===== config.mk =====
export PLATFORM = sky130hd
export DESIGN_NAME = qrv_scale_lane
export DESIGN_NICKNAME = d
export VERILOG_FILES = /design/src/design/qrv_pkg.sv /design/src/design/qrv_scale_lane.sv
export SDC_FILE = /design/constraint.sdc
export NUM_CORES = 2
export LEC_CHECK = 0
export BUFFER_PORTS_ARGS = -buffer_cell sky130_fd_sc_hd__buf_2
export CAP_MARGIN = 20
export CORE_UTILIZATION = 35
export DETAILED_ROUTE_END_ITERATION = 8
export GPL_TIMING_DRIVEN = 0
export HOLD_SLACK_MARGIN = 0.05
export PLACE_DENSITY = 0.46
export SLEW_MARGIN = 0
export SYNTH_ARGS = -nofsm -noshare
export SYNTH_HDL_FRONTEND = slang
export SYNTH_SLANG_ARGS = --single-unit
export TNS_END_PERCENT = 5

===== constraint.sdc =====
create_clock -name clock -period 17.55 [get_ports clock]
set_clock_uncertainty 0.15 [all_clocks]
set_input_delay 4.3875 -clock clock [delete_from_list [all_inputs] [get_ports clock]]
set_output_delay 4.3875 -clock clock [all_outputs]
set_load 0.03 [all_outputs]

===== src/design/qrv_pkg.sv =====
// Shared constants, widths and the arctangent table for the quaternion to
// rotation vector unit. No dependencies; imported by every module of the block.
package qrv_pkg;

   localparam int CORDIC_STEPS = 16;
   localparam int ISQ_STEPS    = 16;
   localparam int QUO_W        = 15;
   localparam int LANE_LAT     = QUO_W + 2;
   localparam int VEC_W        = 28;
   localparam int ANG_W        = 24;
   localparam int ANGU_W       = 22;
   localparam int NORM_W       = 16;
   localparam int MAG_W        = 17;
   localparam int NUM_W        = 40;
   localparam int DEN_W        = NORM_W + 7;

   localparam logic signed [ANG_W-1:0] HALF_PI_Q20 = 24'sd1647099;

   function automatic logic signed [ANG_W-1:0] atan_q20(input int idx);
      logic signed [ANG_W-1:0] val;
      unique case (idx)
         0:  val = 24'sd823550;
         1:  val = 24'sd486170;
         2:  val = 24'sd256879;
         3:  val = 24'sd130396;
         4:  val = 24'sd65451;
         5:  val = 24'sd32757;
         6:  val = 24'sd16383;
         7:  val = 24'sd8192;
         8:  val = 24'sd4096;
         9:  val = 24'sd2048;
         10: val = 24'sd1024;
         11: val = 24'sd512;
         12: val = 24'sd256;
         13: val = 24'sd128;
         14: val = 24'sd64;
         15: val = 24'sd32;
         16: val = 24'sd16;
         17: val = 24'sd8;
         18: val = 24'sd4;
         19: val = 24'sd2;
         20: val = 24'sd1;
         default: val = '0;
      endcase
      return val;
   endfunction

endpackage


===== src/design/qrv_scale_lane.sv =====
// One component lane: scales the angle by a component magnitude and divides
// by the norm with a restoring divider, one quotient bit per stage. Uses qrv_pkg.
module qrv_scale_lane import qrv_pkg::*; (
   input  logic              clock,
   input  logic              en,
   input  logic [ANGU_W-1:0] ang,
   input  logic [MAG_W-1:0]  mag,
   input  logic [NORM_W-1:0] norm,
   output logic [QUO_W-1:0]  quo,
   output logic              sat
);

   logic [NUM_W-1:0]  num_ff;
   logic [NORM_W-1:0] norm_ff;

   logic [NUM_W-1:0]  rem_ff [0:QUO_W];
   logic [DEN_W-1:0]  den_ff [0:QUO_W];
   logic [QUO_W-1:0]  quo_ff [0:QUO_W];
   logic              sat_ff [0:QUO_W];

   logic [NUM_W-1:0]  rem_in [1:QUO_W];
   logic [QUO_W-1:0]  quo_in [1:QUO_W];
   logic [NUM_W-1:0]  n_sum;
   logic [DEN_W-1:0]  den_new;

   assign n_sum   = num_ff + NUM_W'({norm_ff, 6'b0});
   assign den_new = {norm_ff, 7'b0};

   always_comb begin
      logic [NUM_W-1:0] dsh;
      for (int j = 0; j < QUO_W; j++) begin
         dsh = NUM_W'(den_ff[j]) << (QUO_W - 1 - j);
         if (rem_ff[j] >= dsh) begin
            rem_in[j+1] = rem_ff[j] - dsh;
            quo_in[j+1] = {quo_ff[j][QUO_W-2:0], 1'b1};
         end else begin
            rem_in[j+1] = rem_ff[j];
            quo_in[j+1] = {quo_ff[j][QUO_W-2:0], 1'b0};
         end
      end
   end

   always_ff @(posedge clock) begin
      if (en) begin
         num_ff    <= NUM_W'(ang) * NUM_W'(mag);
         norm_ff   <= norm;
         rem_ff[0] <= n_sum;
         den_ff[0] <= den_new;
         quo_ff[0] <= '0;
         sat_ff[0] <= n_sum >= (NUM_W'(den_new) << QUO_W);
         for (int j = 0; j < QUO_W; j++) begin
            rem_ff[j+1] <= rem_in[j+1];
            den_ff[j+1] <= den_ff[j];
            quo_ff[j+1] <= quo_in[j+1];
            sat_ff[j+1] <= sat_ff[j];
         end
      end
   end

   assign quo = quo_ff[QUO_W];
   assign sat = sat_ff[QUO_W];

endmodule


==> summary.md <==
| Metric | Value |
|---|---|
| Data required time of the worst path | `17.86 ns` |
| Register bit total from synthesis | `1031` |
| Final antenna-violating net count | `0` |
| Failing checks | `DRC` |
| Switch Pwr | `5.14 mW` |
| Starting density of the core | `0.353` |
| Worst hold path type | `flop to flop` |
| CTS root buf | `sky130_fd_sc_hd__clkbuf_16` |
| Result of the run | `finished with violations` |
| Commonest register cell after synthesis | `sky130_fd_sc_hd__edfxtp_1` |
| Sequential cell area | `31000 sq um` |
| Wire length of the first global-routing pass | `240000 microns` |
| Combinational fraction of design power | `0.503` |
| Min Tclk post-route | `11.43 ns` |
| # setup viols final | `0` |
| Accumulated negative setup slack | `0 ns` |
| CP Capture Type | `flop` |
| Share of async-settable or async-resettable flops after synthesis | `0` |
| Critical-path cell with the highest stage delay | `sky130_fd_sc_hd__clkbuf_1` |
| Clock share of power | `0.187` |
| Highest metal layer with signal wires | `met4` |
| Via-per-instance ratio | `4.96` |
| Clock tree from TritonCTS | `done` |
| Weighted congestion reported at the end of routability-driven placement | `0.876` |
| Leakage component of the power | `27.9 nW` |
| Average wire per standard cell | `19.4 microns` |
| Data arrival time at the worst-slack endpoint | `11.74 ns` |
| Max Fclk | `87.5 MHz` |
| Number of warnings issued by yosys | `0` |
| Average footprint of a synthesized cell | `11.6 sq um` |
| Flop pwr share | `0.310` |
| Type of origin of the critical path | `input pin` |
| Unrepaired setup endpoints after global routing | `false` |
| Clock tree buffer depth | `3` |
| Maximum number of pins on one net before global-route repair | `126` |
| Power density normalized to cell area | `185 nW/um^2` |
| Family with the most delay on the worst path | `adder cells` |
| DRC marker count from the first detailed-route iteration | `2002` |
| Sum of routed wire segments on met1 | `60800 microns` |
| Slew margin rel. | `0.238` |
| Die footprint | `179000 sq um` |
| Int Pwr | `7.72 mW` |
| Dpl hpwl | `123000 microns` |
| Max-slew violation count | `0` |
| Worst path max stage delay | `0.66 ns` |
| Final count of hold timing violations | `0` |
| Max Cap Viol | `0` |
| Core Region | `176000 sq um` |
| Detailed-route wire length | `155000 microns` |
| Quantity of I/O buffers inserted on ports | `69` |
| Area growth from synthesis to layout | `11.8%` |
| Met2 wire length | `82900 microns` |
| TritonRoute pass-1 iters | `7` |
| Number of placed I/O pins | `73` |
| Number of global-route vias before repair | `41500` |
| CP cell instances | `clkbuf_1, clkbuf_1, nand2_1, fa_1, inv_1, fa_1, fa_1, fa_1, fa_1, inv_1, fa_1, inv_1, ha_1, a21o_1, or4_1, a41o_1, a41oi_1, o21ai_0, a21oi_1, xnor2_1` |
| Share of post-route cells with drive strength above 1 | `0.0686` |
| Standard-cell rows | `154` |
| Tcrit/Tclk final | `0.651` |
| Post-cts hold buffer count | `0` |
| Remaining design rule violation count | `2` |
| Initial antenna violation count | `3` |
| Fill count | `17000` |
| Number of clock sinks | `1031` |
| Gate count after technology mapping | `5358` |
| Critical Path Fanout Max | `10` |
| Number of enable-type register cells in the synthesized netlist | `1031` |
| Area occupied by multi-input gates | `27900 sq um` |
| Die width | `424 microns` |
| Synth cell types | `94` |
| Placed Instance Area | `65800 sq um` |
| CP most frequent cell | `sky130_fd_sc_hd__fa_1` |
| Net Sw Frac | `0.400` |
| Cts repair resizes | `0` |
| Setup fix buffers added after clock tree synthesis | `0` |
| H-tree depth | `3` |
| Maximum vdd drop | `0.237 mV` |
| Via count | `39700` |
| Total grt overflow | `0` |
| Syn Nets | `6114` |
| Number of buffers inserted during clock tree synthesis | `119` |
| Buf+Inv Stages, Crit Path | `5` |
| Cell Area, Synth | `62200 sq um` |
| Tightest Pin Transition | `1.13 ns` |
| Clock slew at reported path FFs | `0.06 ns` |
| Met3 Wirelength | `4910 microns` |
| Post-route standard cell area excluding fillers | `69600 sq um` |
| Global-route usage over all layers | `0.173` |
| Worst-Skew Late Latency | `0.75 ns` |
| Die Height | `424 microns` |
| Kind of critical path | `input pin to flop` |
| Fin nets | `6316` |
| Sequential cell area fraction in the yosys report | `0.498` |
## final timing paths
kind | cells after the start | to | slack (ns) | startpoint
max | 20 | num_ff[31]$_DFFE_PP_ | 6.12 | ang[9]
min | 0 | quo_ff[1][66]$_DFFE_PP_ | 0.25 | quo_ff[1][50]$_DFFE_PP_
max reg2reg | 18 | sat_ff[0][0]$_DFFE_PP_ | 11.27 | norm_ff[5]$_DFFE_PP_
min reg2reg | 0 | quo_ff[1][66]$_DFFE_PP_ | 0.25 | quo_ff[1][50]$_DFFE_PP_
## synthesized netlist by cell type, drive strengths merged, types with 17 or more instances
cell,count,share of area
nand2b,45,0.0045
edfxtp,1031,0.50
a21oi,249,0.020
mux2,38,0.0069
nor3,109,0.0088
and3,27,0.0027
o21a,50,0.0060
buf,40,0.0043
clkbuf,88,0.0053
a211oi,24,0.0031
or2,23,0.0023
o211ai,29,0.0036
nand4,57,0.0057
a21o,96,0.012
o31ai,27,0.0033
nand3,68,0.0055
fa,314,0.10
ha,385,0.077
o21ai,206,0.017
o21bai,17,0.0021
nand4b,17,0.0024
xor2,148,0.021
and2,165,0.017
or3,34,0.0035
inv,740,0.045
nor4,71,0.0077
nand2,460,0.028
or4,26,0.0033
xnor2,198,0.028
nor4b,21,0.0030
nor2,277,0.017
nor2b,48,0.0048
a31oi,21,0.0021
## metal layers
metal | global-route usage | up-vias
li1 | - | 19300
met1 | 0.190 | 19500
met2 | 0.330 | 624
met3 | 0.0213 | 265
met4 | 0.0721 | 0
met5 | 0 | -
## registers in the layout, summed over array words and instances, names as in the netlist
| name | count |
|---|---|
| den_ff | 240 |
| sat_ff | 16 |
| norm_ff | 16 |
| num_ff | 39 |
| quo_ff | 120 |
| rem_ff | 600 |
## power groups by stage
| stage | Clock [mW] | Sequential (mW) | Combinational, mW |
|---|---|---|---|
| finish | 2.40 | 3.99 | 6.47 |
| global route | 2.58 | 4.04 | 7.31 |
| CTS | 2.50 | 4.00 | 6.56 |
| detailed placement | 0 | 4.04 | 6.51 |
| global placement | 0 | 4.12 | 6.48 |
| floorplan | 0 | 3.87 | 4.83 |
## placed cells by master, fill, tap and decap left out, types with 27 or more instances in the layout
master and n:
sky130_fd_sc_hd__edfxtp_1 1031, sky130_fd_sc_hd__inv_1 735, sky130_fd_sc_hd__nand2_1 460, sky130_fd_sc_hd__ha_1 385
sky130_fd_sc_hd__fa_1 314, sky130_fd_sc_hd__nor2_1 276, sky130_fd_sc_hd__a21oi_1 249, sky130_fd_sc_hd__o21ai_0 198
sky130_fd_sc_hd__xnor2_1 198, sky130_fd_sc_hd__and2_1 163, sky130_fd_sc_hd__xor2_1 148, sky130_fd_sc_hd__clkbuf_16 120
sky130_fd_sc_hd__clkbuf_1 117, sky130_fd_sc_hd__nor3_1 109, sky130_fd_sc_hd__a21o_1 96, sky130_fd_sc_hd__buf_2 84
sky130_fd_sc_hd__nand3_1 68, sky130_fd_sc_hd__nor4_1 68, sky130_fd_sc_hd__nand4_1 57, sky130_fd_sc_hd__o21a_1 50
sky130_fd_sc_hd__nor2b_1 48, sky130_fd_sc_hd__nand2b_1 45, sky130_fd_sc_hd__mux2_2 37, sky130_fd_sc_hd__or3_1 33
sky130_fd_sc_hd__o211ai_1 28, sky130_fd_sc_hd__and3_1 27, sky130_fd_sc_hd__o31ai_1 27
## worst register-to-register path: cells and delay by family (launching register included)
| family | cells | cell delay, ns |
|---|---|---|
| simple gates | 11 | 2.75 |
| compound gates | 3 | 1.41 |
| fa+ha+maj | 2 | 0.71 |
| flops | 1 | 0.58 |
| buf+inv | 1 | 0.29 |
| xor+xnor | 1 | 0.17 |
## final cells by class
| type | instances | area share |
|---|---|---|
| flip-flops and latches | 1031 | 0.445 |
| multi-input cells | 3458 | 0.401 |
| clock buffers | 149 | 0.0447 |
| well taps | 2340 | 0.0421 |
| inverters | 741 | 0.0400 |
| clock inverters | 71 | 0.00977 |
| repair buffers | 81 | 0.00892 |
| plain buffers | 128 | 0.00863 |
| diodes | 1 | 0.0000360 |
## cell families (layout without fill, tap and decap cells)
group	count (synthesis)	in the layout	synth area share
adders and majority gates	699	699	0.178
and+or+nand+nor	1504	1504	0.123
buffers and inverters	869	1170	0.0544
xor gates and xnor gates	346	346	0.0487
DFF	1031	1031	0.498
muxes	46	46	0.00817
AOI/OAI and AO/OA	863	863	0.0896
other	0	1	0
## through the flow
step | total power, mW | hold slack, ns | std cells | setup slack (ns) | util
floorplan | 8.70 | 0.250 | 5358 | 6.89 | -
global placement | 10.6 | 0.250 | 7767 | -4.66 | 0.371
detailed placement | 10.6 | 0.255 | 7777 | 5.35 | 0.373
CTS | 13.1 | 0.245 | 7997 | 6.14 | 0.394
global route | 13.9 | 0.268 | 7999 | 5.88 | 0.395
finish | 12.9 | 0.248 | 8000 | 6.12 | 0.395
(Power assumes the default switching activity.)
